**config.mk**
```make
export PLATFORM = sky130hd
export DESIGN_NAME = usbc_role_handover_arbiter_unit
export DESIGN_NICKNAME = d
export VERILOG_FILES = /design/src/usbc_rha_pkg.sv /design/src/usbc_role_handover_arbiter_unit.sv
export SDC_FILE = /design/constraint.sdc
export NUM_CORES = 1
export LEC_CHECK = 0
export ABC_AREA = 1
export BUFFER_PORTS_ARGS = -buffer_cell sky130_fd_sc_hd__buf_2
export CAP_MARGIN = 30
export CORE_ASPECT_RATIO = 0.9
export CORE_MARGIN = 4
export CORE_UTILIZATION = 25
export CTS_CLUSTER_SIZE = 12
export DETAILED_ROUTE_END_ITERATION = 7
export SYNTH_ARGS = -nofsm -noshare
export SYNTH_HDL_FRONTEND = slang
export SYNTH_SLANG_ARGS = --single-unit
```
**constraint.sdc**
```tcl
create_clock -name aclk -period 5.4 [get_ports aclk]
set_input_delay 0 -clock aclk [delete_from_list [all_inputs] [get_ports aclk]]
set_output_delay 0 -clock aclk [all_outputs]
set_load 0.02 [all_outputs]
```
**src/usbc_rha_pkg.sv**
```systemverilog
// shared types and constants for the usb-c role handover arbiter
package usbc_rha_pkg;

    // timestamp and configuration widths
    localparam int TIME_W  = 32;
    localparam int SEC_W   = 8;
    localparam int CMD_W   = 2;
    localparam int ADDR_W  = 4;
    localparam int DATA_W  = 32;

    // default for all second counts after reset
    localparam logic [SEC_W-1:0] DEFAULT_SECONDS = SEC_W'(3);

    // role register write commands
    typedef enum logic [CMD_W-1:0] {
        CMD_NONE = 2'd0,
        CMD_SINK = 2'd1,
        CMD_DUAL = 2'd2
    } role_cmd_t;

    // register indexes (byte address / 4)
    typedef enum logic [1:0] {
        REG_CTRL_MODE = 2'd0,
        REG_HANDOVER  = 2'd1,
        REG_RELEASE   = 2'd2,
        REG_ID_SETTLE = 2'd3
    } reg_idx_t;

endpackage

```
**src/usbc_role_handover_arbiter_unit.sv**
```systemverilog
// top level of the usb-c role handover arbiter
//
//  channel | direction | ports                                  | handshake
//  --------+-----------+----------------------------------------+------------------
//  s_      | in        | poll flags, s_now_seconds              | s_valid / s_ready
//  m_      | out       | m_role_command, m_id_distrusted        | m_valid / m_ready
//  apb     | in        | psel penable pwrite paddr pwdata prdata| pready tied high
//
// one poll word per cycle sustained while m_ready stays high; a word is registered on input,
// evaluated against the tracking state and lands in the result register. the input and
// result registers keep the two sides apart: a new word is taken while a result waits,
// and both stall only when both registers are full.
// reset (aresetn, synchronous) clears the tracking state and loads the config defaults.
module usbc_role_handover_arbiter_unit (
    input  logic                                 aclk,
    input  logic                                 aresetn,
    // poll words
    input  logic                                 s_valid,
    output logic                                 s_ready,
    input  logic                                 s_audio_present,
    input  logic                                 s_typec_partner,
    input  logic                                 s_host_bus_device,
    input  logic                                 s_id_line_host,
    input  logic                                 s_vbus_present,
    input  logic                                 s_port_is_dual_now,
    input  logic [usbc_rha_pkg::TIME_W-1:0]      s_now_seconds,
    // command words
    output logic                                 m_valid,
    input  logic                                 m_ready,
    output logic [usbc_rha_pkg::CMD_W-1:0]       m_role_command,
    output logic                                 m_id_distrusted,
    // configuration
    input  logic                                 psel,
    input  logic                                 penable,
    input  logic                                 pwrite,
    input  logic [usbc_rha_pkg::ADDR_W-1:0]      paddr,
    input  logic [usbc_rha_pkg::DATA_W-1:0]      pwdata,
    output logic [usbc_rha_pkg::DATA_W-1:0]      prdata,
    output logic                                 pready
);
    import usbc_rha_pkg::*;

    // configuration registers
    logic             ctrl_mode_reg;
    logic [SEC_W-1:0] handover_reg;
    logic [SEC_W-1:0] release_reg;
    logic [SEC_W-1:0] settle_reg;

    // input register
    logic              in_vld_reg;
    logic              audio_reg, partner_reg, host_bus_reg, id_host_reg, vbus_reg, dual_reg;
    logic [TIME_W-1:0] now_reg;

    // tracking state
    logic              attach_vld_reg, attach_vld_next;
    logic [TIME_W-1:0] attach_time_reg, attach_time_next;
    logic              empty_vld_reg, empty_vld_next;
    logic [TIME_W-1:0] empty_time_reg, empty_time_next;
    logic              sink_vld_reg, sink_vld_next;
    logic [TIME_W-1:0] sink_time_reg, sink_time_next;
    logic              untrusted_reg, untrusted_next;

    // result register
    logic              out_vld_reg;
    role_cmd_t         cmd_reg, cmd_next;
    logic              distrust_reg;

    logic              proc;
    logic              cfg_wr;
    reg_idx_t          cfg_idx;

    // handshake
    assign proc    = in_vld_reg && (!out_vld_reg || m_ready);
    assign s_ready = !in_vld_reg || proc;
    assign m_valid = out_vld_reg;
    assign m_role_command  = cmd_reg;
    assign m_id_distrusted = distrust_reg;

    // apb access
    assign pready  = 1'b1;
    assign cfg_idx = reg_idx_t'(paddr[ADDR_W-1:2]);
    assign cfg_wr  = psel && penable && pwrite;

    always_comb begin
        prdata = '0;
        case (cfg_idx)
            REG_CTRL_MODE: prdata = DATA_W'(ctrl_mode_reg);
            REG_HANDOVER:  prdata = DATA_W'(handover_reg);
            REG_RELEASE:   prdata = DATA_W'(release_reg);
            REG_ID_SETTLE: prdata = DATA_W'(settle_reg);
            default:       prdata = '0;
        endcase
    end

    always_ff @(posedge aclk) begin
        if (!aresetn) begin
            ctrl_mode_reg <= 1'b0;
            handover_reg  <= DEFAULT_SECONDS;
            release_reg   <= DEFAULT_SECONDS;
            settle_reg    <= DEFAULT_SECONDS;
        end else if (cfg_wr) begin
            case (cfg_idx)
                REG_CTRL_MODE: ctrl_mode_reg <= pwdata[0];
                REG_HANDOVER:  handover_reg  <= pwdata[SEC_W-1:0];
                REG_RELEASE:   release_reg   <= pwdata[SEC_W-1:0];
                REG_ID_SETTLE: settle_reg    <= pwdata[SEC_W-1:0];
                default: ;
            endcase
        end
    end

    // poll evaluation
    logic [TIME_W-1:0] el_attach, el_empty, el_sink;
    logic [SEC_W:0]    window;
    logic              seen, empty;

    assign el_attach = now_reg - attach_time_reg;
    assign el_empty  = now_reg - empty_time_reg;
    assign el_sink   = now_reg - sink_time_reg;
    assign window    = {1'b0, release_reg} + {1'b0, settle_reg};

    always_comb begin
        attach_vld_next  = attach_vld_reg;
        attach_time_next = attach_time_reg;
        empty_vld_next   = empty_vld_reg;
        empty_time_next  = empty_time_reg;
        sink_vld_next    = sink_vld_reg;
        sink_time_next   = sink_time_reg;
        untrusted_next   = untrusted_reg;
        cmd_next         = CMD_NONE;
        seen             = 1'b0;
        empty            = 1'b1;

        // presence, with the id line rules in controller mode
        if (!ctrl_mode_reg) begin
            seen = partner_reg;
        end else if (host_bus_reg) begin
            seen = 1'b1;
        end else if (untrusted_reg || !id_host_reg) begin
            seen = 1'b0;
        end else if (!dual_reg && sink_vld_reg && el_sink >= TIME_W'(settle_reg)) begin
            seen = 1'b0;
            if (!audio_reg) begin
                untrusted_next = 1'b1;
            end
        end else begin
            seen = 1'b1;
        end

        if (audio_reg) begin
            // sound card keeps the port dual
            attach_vld_next = 1'b0;
            empty_vld_next  = 1'b0;
            if (!dual_reg) begin
                cmd_next = CMD_DUAL;
            end
        end else if (seen) begin
            // partner present: hand over after the handover time
            empty_vld_next = 1'b0;
            if (!attach_vld_reg) begin
                attach_vld_next  = 1'b1;
                attach_time_next = now_reg;
            end else if (el_attach >= TIME_W'(handover_reg) && dual_reg) begin
                cmd_next = CMD_SINK;
                if (ctrl_mode_reg) begin
                    sink_vld_next  = 1'b1;
                    sink_time_next = now_reg;
                end
            end
        end else begin
            // port looks empty: return to dual after the release time
            attach_vld_next = 1'b0;
            if (ctrl_mode_reg) begin
                if (sink_vld_reg && el_sink < TIME_W'(window)) begin
                    empty = 1'b0;
                end else begin
                    empty = !vbus_reg;
                end
            end
            if (!empty) begin
                empty_vld_next = 1'b0;
            end else begin
                if (!empty_vld_reg) begin
                    empty_vld_next  = 1'b1;
                    empty_time_next = now_reg;
                end
                if ((!empty_vld_reg || el_empty >= TIME_W'(release_reg)) && !dual_reg) begin
                    if (empty_vld_reg || release_reg == '0) begin
                        cmd_next = CMD_DUAL;
                    end
                end
            end
        end
    end

    // control registers
    always_ff @(posedge aclk) begin
        if (!aresetn) begin
            in_vld_reg      <= 1'b0;
            out_vld_reg     <= 1'b0;
            attach_vld_reg  <= 1'b0;
            attach_time_reg <= '0;
            empty_vld_reg   <= 1'b0;
            empty_time_reg  <= '0;
            sink_vld_reg    <= 1'b0;
            sink_time_reg   <= '0;
            untrusted_reg   <= 1'b0;
        end else begin
            if (s_ready) begin
                in_vld_reg <= s_valid;
            end
            if (proc) begin
                out_vld_reg     <= 1'b1;
                attach_vld_reg  <= attach_vld_next;
                attach_time_reg <= attach_time_next;
                empty_vld_reg   <= empty_vld_next;
                empty_time_reg  <= empty_time_next;
                sink_vld_reg    <= sink_vld_next;
                sink_time_reg   <= sink_time_next;
                untrusted_reg   <= untrusted_next;
            end else if (m_ready) begin
                out_vld_reg <= 1'b0;
            end
        end
    end

    // payload registers
    always_ff @(posedge aclk) begin
        if (s_ready && s_valid) begin
            audio_reg    <= s_audio_present;
            partner_reg  <= s_typec_partner;
            host_bus_reg <= s_host_bus_device;
            id_host_reg  <= s_id_line_host;
            vbus_reg     <= s_vbus_present;
            dual_reg     <= s_port_is_dual_now;
            now_reg      <= s_now_seconds;
        end
        if (proc) begin
            cmd_reg      <= cmd_next;
            distrust_reg <= untrusted_next;
        end
    end

endmodule
```
### Word-level counts from Yosys, hierarchy flattened

Index checks and enable logic that the tools add are counted.

| word-level totals | value |
|---|---|
| input port bits | 81 |
| bits in registers | 168 |
| word-level logic and storage cells | 96 |

| operators by class | value |
|---|---|
| add/sub/neg operators | 4 |
| magnitude comparators | 4 |
| equality and inequality tests | 3 |
| muxes and demuxes | 29 |
| reduce and logical (&&, ||, !) cells | 30 |
| bitwise logic cells | 4 |

Operators by type and width:

| operator | count |
|---|---|
| one-hot mux 32 bit (4 select lines) | 1 |
| >= comparator 32 x 8 -> 1 bit | 3 |
| subtractor 32 bit | 3 |
| < comparator 32 x 9 -> 1 bit | 1 |
| 2-to-1 mux 1 bit | 22 |
| 2-to-1 mux 2 bit | 6 |
| adder 8 x 8 -> 9 bit | 1 |
| logical AND 1 bit | 9 |
| zero test 8 bit | 1 |
| AND reduction 2 bit | 4 |
| zero test 1 bit | 6 |
| AND reduction 6 bit | 1 |
| logical OR 1 bit | 5 |
| AND reduction 5 bit | 1 |
| == test 2 bit, second input constant | 2 |
| inverter 1 bit | 4 |
| AND reduction 4 bit | 1 |
| == test 2 x 1 -> 1 bit, second input constant | 1 |
| zero test 2 bit | 1 |
| nonzero test 2 bit | 1 |

### Depth between registers and ports, before layout

Gate-level depths: netlist of the first run.

| logic depth | value |
|---|---|
| word-level depth | 12 |
| gate-level depth with buffers | 27 |
| depth with buffers taken out | 26 |

### Worst setup path before layout of the first run

Ideal clock, no wire load.

| timing path | value |
|---|---|
| path type | reg2reg |
| from | register now_reg[1] |
| to | register cmd_reg[1], in the netlist m_role_command[1] (data pin) |
| path buffers | 1 |
| period minus slack after synthesis | 3.289 ns |
| path slack | 2.111 ns |
| required time | 5.140 ns |
| cell stages (with the launch flop) | 23 |
| library setup time | 0.260 ns |
| arrival | 3.029 ns |
| path through | edfxtp_1 > inv_1 > fa_1 > inv_1 > nand3_1 > nand3_1 > xor2_1 > ha_1 > nand2_1 > nor2_1 > nand4_1 > o2111ai_1 > a21oi_1 > nand3_1 > nor2_1 > nand3_1 > nand2_1 > nand2_1 > nand2_4 > nand2_2 > buf_2 > nand3_1 > o22ai_1 |

| on the way | value |
|---|---|
| word-level cells in the longest chain between the ends | 10 |

Ends and longest elaborated chain:

| what | line | source |
|---|---|---|
| start: declaration | usbc_role_handover_arbiter_unit.sv:52 | `logic [TIME_W-1:0] now_reg;` |
| start signal: assignment | usbc_role_handover_arbiter_unit.sv:236 | `now_reg <= s_now_seconds;` |
| subtractor 32 bit | usbc_role_handover_arbiter_unit.sv:119 | `assign el_sink = now_reg - sink_time_reg;` |
| < comparator 32 x 9 -> 1 bit | usbc_role_handover_arbiter_unit.sv:174 | `if (sink_vld_reg && el_sink < TIME_W'(window)) begin` |
| logical AND 1 bit | usbc_role_handover_arbiter_unit.sv:174 |  |
| 2-to-1 mux 1 bit | usbc_role_handover_arbiter_unit.sv:174 |  |
| 2-to-1 mux 1 bit | usbc_role_handover_arbiter_unit.sv:173 | `if (ctrl_mode_reg) begin` |
| 2-to-1 mux 1 bit | usbc_role_handover_arbiter_unit.sv:157 | `end else if (seen) begin` |
| 2-to-1 mux 1 bit | usbc_role_handover_arbiter_unit.sv:150 | `if (audio_reg) begin` |
| 2-to-1 mux 2 bit | usbc_role_handover_arbiter_unit.sv:180 | `if (!empty) begin` |
| 2-to-1 mux 2 bit (*) | usbc_role_handover_arbiter_unit.sv:157 |  |
| 2-to-1 mux 2 bit (*) | usbc_role_handover_arbiter_unit.sv:150 |  |
| named net cmd_next[1] | usbc_role_handover_arbiter_unit.sv:65 | `role_cmd_t cmd_reg, cmd_next;` |
| end signal: assignment | usbc_role_handover_arbiter_unit.sv:239 | `cmd_reg <= cmd_next;` |
| end: declaration | usbc_role_handover_arbiter_unit.sv:65 |  |

Mark *: on every way through the listed nets, which the timed path passes. The rest lies on a longest branch. The select of a mux whose other input is x is not followed.
A chain may end at the register's enable or synchronous reset.

### Worst setup path after layout of the first run

| timing path | value |
|---|---|
| from | register now_reg[1] |
| to | register empty_time_reg[25] |

| on the way | value |
|---|---|
| word-level cells in the longest chain between the ends | 9 |

Ends and longest elaborated chain:

| what | line | source |
|---|---|---|
| subtractor 32 bit (*) | usbc_role_handover_arbiter_unit.sv:119 |  |
| >= comparator 32 x 8 -> 1 bit | usbc_role_handover_arbiter_unit.sv:141 | `end else if (!dual_reg && sink_vld_reg && el_sink >= TIME_W'(settle_reg)) begin` |
| logical AND 1 bit | usbc_role_handover_arbiter_unit.sv:141 |  |
| 2-to-1 mux 1 bit | usbc_role_handover_arbiter_unit.sv:141 |  |
| 2-to-1 mux 1 bit | usbc_role_handover_arbiter_unit.sv:139 | `end else if (untrusted_reg \|\| !id_host_reg) begin` |
| 2-to-1 mux 1 bit | usbc_role_handover_arbiter_unit.sv:137 | `end else if (host_bus_reg) begin` |
| 2-to-1 mux 1 bit | usbc_role_handover_arbiter_unit.sv:135 | `if (!ctrl_mode_reg) begin` |
| inverter 1 bit (no source line) | n/a |  |
| AND reduction 5 bit (no source line) (*) | n/a |  |
| end signal: assignment | usbc_role_handover_arbiter_unit.sv:217 | `empty_time_reg <= empty_time_next;` |
| end: declaration | usbc_role_handover_arbiter_unit.sv:58 | `logic [TIME_W-1:0] empty_time_reg, empty_time_next;` |

Mark *: on every way between the ends. The rest lies on a longest branch, timed or not. The select of a mux whose other input is x is not followed.

==> reports/metrics.csv, run 1 <==
metric;value;unit
outcome;finished, final reports clean;
synthesis.area;15160;µm²
coreArea;59880;µm²
vias;15013;
drive_gt1_frac;0.04853;
relSlewSlack;0.5136;
yosysSeqAreaShare;0.2489;
crit_fanout;34;
ys.flop_type;dfxtp_1;
min_path_type;in -> reg;
synthCells;2565;
drv_cap;0;
period_needed;4428;ps
ys_types;46;
grt_max_degree;69;
cts_inserted_buffers;17;
gp_congestion;0.8917;
start_util;0.2532;
grt_antenna_before_repair;0;
cts.sinks;168;
instances_no_fill;3462;
die_area;64650;µm²
drt_iter0_drc;983;
finalSetupTns;0;ps
die_h;241.6;µm
worst_pin_slew;729.6;ps
async_reset_ff_frac;0;
ys_ff_latch;168;
avgSynthCellArea;5.910;µm²
fp-row-count;85;
drt_pass1_iterations;5;
yosysTopAreaCell;nand2_1;
htreeDepth;4;
yosys-top-cells-area;nand2_1 (22%), dfxtp_1 (17%), inv_1 (13%), ha_1 (11%), nor2_1 (8.2%);
areaGrowthSynthToFinish;14.46;%
postRouteAntennaNets;0;
setup_viol;0;
crit_path_end_kind;flop;
grt_overflow;0;
ios;119;
maxSlewViolCount;0;
fin_crit_sh;0.8201;
ctsHoldBuffers;53;
critPathRequiredTime;5800;ps
ir_worst_vdd;0.2296;mV
crit_arrival;4830;ps
cts_tree;done;
grt_pass1_wl;70660;µm
antenna_cells;0;
dieWidth;267.6;µm
grt_usage;0.1342;
cts_buffer_depth;2;
yosysWarnings;0;
crit_chain;inv_1 > fa_1 > inv_1 > nand3_1 > nand3_1 > xor2_1 > ha_1 > nand3_1 > a21boi_0 > o21a_1 > o21ai_0 > nand4_1 > nand2_1 > nand2_1 > buf_4 > nand3_2 > nand2_1 > inv_1 > nor2_1;
routed_wl;43450;µm
fin_nets;2884;
viasPerCell;4.337;
cts.repair.resized;0;
cts_setup_buffers;0;
wl_per_cell;12.55;µm
fmax;0.2258;GHz
rsz0062_at_grt;no;
clk_latency;470;ps
critPathSlowestCell;edfxtp_1;
hold_violations;0;
slowest_delay;670;ps
io_buffers;67;
grt_pass1_vias;14085;
start_kind;flop;
synth_top_area_frac;0.2172;
clk_pin_slew;70;ps
clock_skew;20.63;ps
fillers;6640;
synth-edff-count;41;
crit_type;reg -> reg;
drc;0;
powerDensity;207.4;nW/µm²
dp_hpwl;34620;µm
place_inst;3377;
p_leak;9.388;nW
root_buffer;clkbuf_16;
[kinds of logic after synthesis]
logic type / after synthesis / share of synthesized area
fa+ha+maj: 137 / 0.1151
other cells: 2 / 0.0004954
flops: 168 / 0.2489
xor+xnor: 45 / 0.02600
simple gates: 1432 / 0.3840
compound gates: 192 / 0.07040
buf+inv: 589 / 0.1552
[report_power, final]
group / total, mW / switching (mW) / internal (mW)
clock network: 1.23 / 0.616 / 0.617
logic: 0.980 / 0.625 / 0.355
registers: 1.39 / 0.0536 / 1.33
[cell usage after synthesis (2+ instances only)]
cell        n
nor2_1    330
nand4_1    59
nand3b_1    8
o221ai_1    8
a211oi_1    2
nand2_2     3
buf_2      17
a21oi_1   112
buf_6       3
nor4_1      3
nand3_1   113
o211ai_1    6
a21o_1      5
edfxtp_1   41
clkbuf_1   23
and3_1      3
or2_2       4
and2_1      5
ha_1      133
a31oi_1     2
inv_1     515
xnor2_1    13
buf_4      26
nor3_1     17
fa_1        4
dfxtp_1   127
o21bai_1    7
xor2_1     32
o21ai_0    42
o21a_1      2
nor2_2      4
inv_2       4
conb_1      2
nand2_1   877
a21boi_0    2
[layer usage]
| metal | GRT usage | up-vias | part of all wire |
|---|---|---|---|
| met5 | 0 | - | 0 |
| met2 | 0.2206 | 310 | 0.45 |
| li1 | - | 8025 | - |
| met3 | 0.01840 | 70 | 0.045 |
| met1 | 0.1818 | 6608 | 0.48 |
| met4 | 0.04296 | 0 | 0.025 |
[final timing paths]
check                                    start                 end  slack (ps)  depth (start not counted)
worst min register to register  attach_vld_reg      attach_vld_reg         480                          2
worst min-delay path                   aresetn     handover_reg[0]          20                          2
worst max-delay path                now_reg[1]  empty_time_reg[25]         970                         19
worst max register to register      now_reg[1]  empty_time_reg[25]         970                         19
[worst max-delay path: cells and delay by family, from the launching register on]
family / cells / cell delay [ps]
AND/OR/NAND/NOR: 9 / 1540
flip-flops: 1 / 670
adder cells (fa/ha/maj): 2 / 690
AO/OA/AOI/OAI: 3 / 390
buffers and inverters: 4 / 740
XOR/XNOR: 1 / 280
[final cells by class]
cell class / count / area (µm²) / share of cell area
multi-input cells: 1831 / 9125 / 0.5259
clock buffers: 17 / 425.4 / 0.02452
well taps: 783 / 979.7 / 0.05646
flip-flops and latches: 168 / 3774 / 0.2175
clock inverters: 15 / 163.9 / 0.009446
repair buffers: 129 / 935.9 / 0.05394
inverters: 519 / 1948 / 0.1123
[per-stage QoR]
stage | util | hold WS (ps) | total power, mW | setup slack (ps) | cell area [µm²]
global placement | 0.2711 | 177.6 | 2.347 | 1065 | 16230
CTS | 0.2898 | 15.56 | 3.621 | 982.1 | 17350
detailed placement | 0.2711 | 178.4 | 2.353 | 981.7 | 16230
finish | 0.2898 | 23.84 | 3.598 | 971.7 | 17350
global route | 0.2898 | 54.17 | 3.835 | 424.5 | 17350
floorplan | - | 98.87 | 2.115 | 2111 | 15250
[layout by cell type (no fill, tap or decap), types with 3 or more instances in the layout]
cell	count
nand2_1	877
inv_1	514
nor2_1	330
ha_1	133
dfxtp_1	127
nand3_1	113
a21oi_1	112
buf_2	66
nand4_1	59
dlygate4sd3_1	53
o21ai_0	42
edfxtp_1	41
xor2_1	32
conb_1	25
clkbuf_16	17
nor3_1	16
xnor2_1	13
buf_4	10
nand3b_1	8
o221ai_1	8
o21bai_1	7
o211ai_1	6
and2_1	5
a21o_1	5
inv_8	5
clkinv_4	5
inv_2	4
nor2_2	4
or2_2	4
fa_1	4
nand2_2	3
and3_1	3
nor4_1	3
clkinv_8	3
(Power assumes the default switching activity.)
==> inputs of run 2 (changes only) <==
clock period = 3.8 ns   (was 5.4 ns; I/O delays follow)
==> run 2 against run 1 <==
  * Hold slack better by 53 ps
  * Power rose by 43%
  * Largest power group unchanged
  * Core utilization up 1.4 points
  * Count of clock-buffer cells in the layout grew 1
  * Critical endpoint is now sink_time_reg[0]
  * Sequential power increased by 40%
  * Via count rose by 2.6%
  * Largest cell class unchanged
  * Register-to-register slack lost 810 ps
  * Worst setup slack got worse by 810 ps
  * First-iteration DRC count is 17% higher
==> reports/metrics.csv, run 2 (synthesis gave the netlist of run 1 again) <==
metric;value;unit;change
final_common_cell;nand2_1;;
die_area;64650;µm²;unchanged
areaGrowthSynthToFinish;20.11;%;
min_path_type;in -> reg;;
wl_per_cell;13.09;µm;+4.3%
hold_violations;0;;unchanged
io_buffers;67;;unchanged
grt_pass1_vias;14308;;+1.6%
grt_overflow;0;;unchanged
crit_type;reg -> reg;;
fmax;0.2748;GHz;+22%
reg2reg_from;now_reg[3];;
ios;119;;unchanged
fillers;6590;;-0.75%
start_util;0.2532;;unchanged
final_util;0.3041;;+0.01429
dp_hpwl;35640;µm;+3.0%
coreArea;59880;µm²;unchanged
root_buffer;clkbuf_16;;
critPathSlowestCell;edfxtp_1;;
gp_congestion;0.8907;;-0.11%
p_leak;9.727;nW;+3.6%
postRouteAntennaNets;0;;unchanged
crit_fanout;8;;-76%
multi_input_area;9400;µm²;+3.0%
grt_usage;0.1390;;+0.004843
final_cell_mix;nand2_1 (865), inv_1 (512), nor2_1 (321);;
holdWs;77.18;ps;+53.34 ps
period_needed;3639;ps;-789.3 ps
cts_tree;done;;
cts_buffer_depth;2;;unchanged
fp-row-count;85;;unchanged
viasPerCell;4.376;;+0.90%
fin_nets;2942;;+2.0%
drt_iter0_drc;1153;;+17%
die_h;241.6;µm;unchanged
grt_pass1_wl;73020;µm;+3.3%
outcome;finished, final reports clean;;
cts.sinks;168;;unchanged
setup.worst_path.start;now_reg[3];;
relSlewSlack;0.6301;;+0.1165
setup_viol;0;;unchanged
cts_inserted_buffers;17;;unchanged
crit_top_cell;nand2_1;;
start_kind;flop;;
htreeDepth;4;;unchanged
drc;0;;unchanged
hold_path.startpoint;pwrite;;
clk_pin_slew;70;ps;about the same
total_power;5.153;mW;+43%
drt_pass1_iterations;6;;+1
critPathRequiredTime;4200;ps;-1600 ps
clock_skew;16.15;ps;-4.481 ps
dieWidth;267.6;µm;unchanged
grt_antenna_before_repair;0;;unchanged
crit_arrival;4040;ps;-790 ps
crit_path_end_kind;flop;;
routed_wl;46090;µm;+6.1%
clk_latency;460;ps;about the same
regArea;3774;µm²;unchanged
drive_gt1_frac;0.08659;;+0.03807
maxSlewViolCount;0;;unchanged
drv_cap;0;;unchanged
ir_worst_vdd;0.3255;mV;+42%
grt_max_degree;70;;+1.4%
powerDensity;283.0;nW/µm²;+36%
slowest_delay;490;ps;-180 ps
fin_crit_sh;0.9576;;+0.1376
antenna_cells;0;;unchanged
worst_pin_slew;554.9;ps;-174.7 ps
vias;15402;;+2.6%
run 2: layout make-up:
type	count	area share
Tap cell	783	0.05381
Timing Repair Buffer	187	0.08549
Inverter	519	0.1070
Multi-Input combinational cell	1831	0.5163
Sequential cell	168	0.2073
Clock inverter	14	0.006597
Clock buffer	18	0.02357
run 2: repair_timing:
item                       CTS  global route
pin swaps                    2            19
hold buffers                56             0
setup buffers                1            20
resized for setup            8            57
hold endpoints to repair    78             0
setup endpoints to repair   17            98
gates cloned                 2             3
run 2: critical path: cells and delay by family, from the launching register on:
kind	cells	cell delay (ps)
simple gates	17	1550
fa+ha+maj	2	560
compound gates	2	260
flops	1	490
buf+inv	3	500
xor+xnor	1	210
run 2: worst paths after layout:
path	end	slack, ps	cells after the start
max	sink_time_reg[0]	160	25
min reg2reg	attach_vld_reg	490	2
min	ctrl_mode_reg	80	4
max reg2reg	sink_time_reg[0]	160	25
run 2: metrics by stage:
stage	instances	TNS (ps)	area, µm²	worst slack (ps)
floorplan	2588	0	15250	511.1
global placement	3405	0	16480	78.14
detailed placement	3406	0	16510	10.25
CTS	3497	0	17730	7.610
global route	3520	-1161	18210	-65.33
finish	3520	0	18210	161.0
run 2: layer usage:
metal  global-route usage  wire [µm]  up-vias
met5                    0          0        -
met4              0.04126       1230        0
met3              0.01474       1665       72
met2               0.2331      21380      293
met1               0.1886      21810     6900
li1                     -          -     8137
run 2: where the power goes:
group	switching [mW]	internal [mW]
sequential	0.0614	1.89
clock	0.785	0.903
combinational	0.937	0.574
total	1.78	3.37
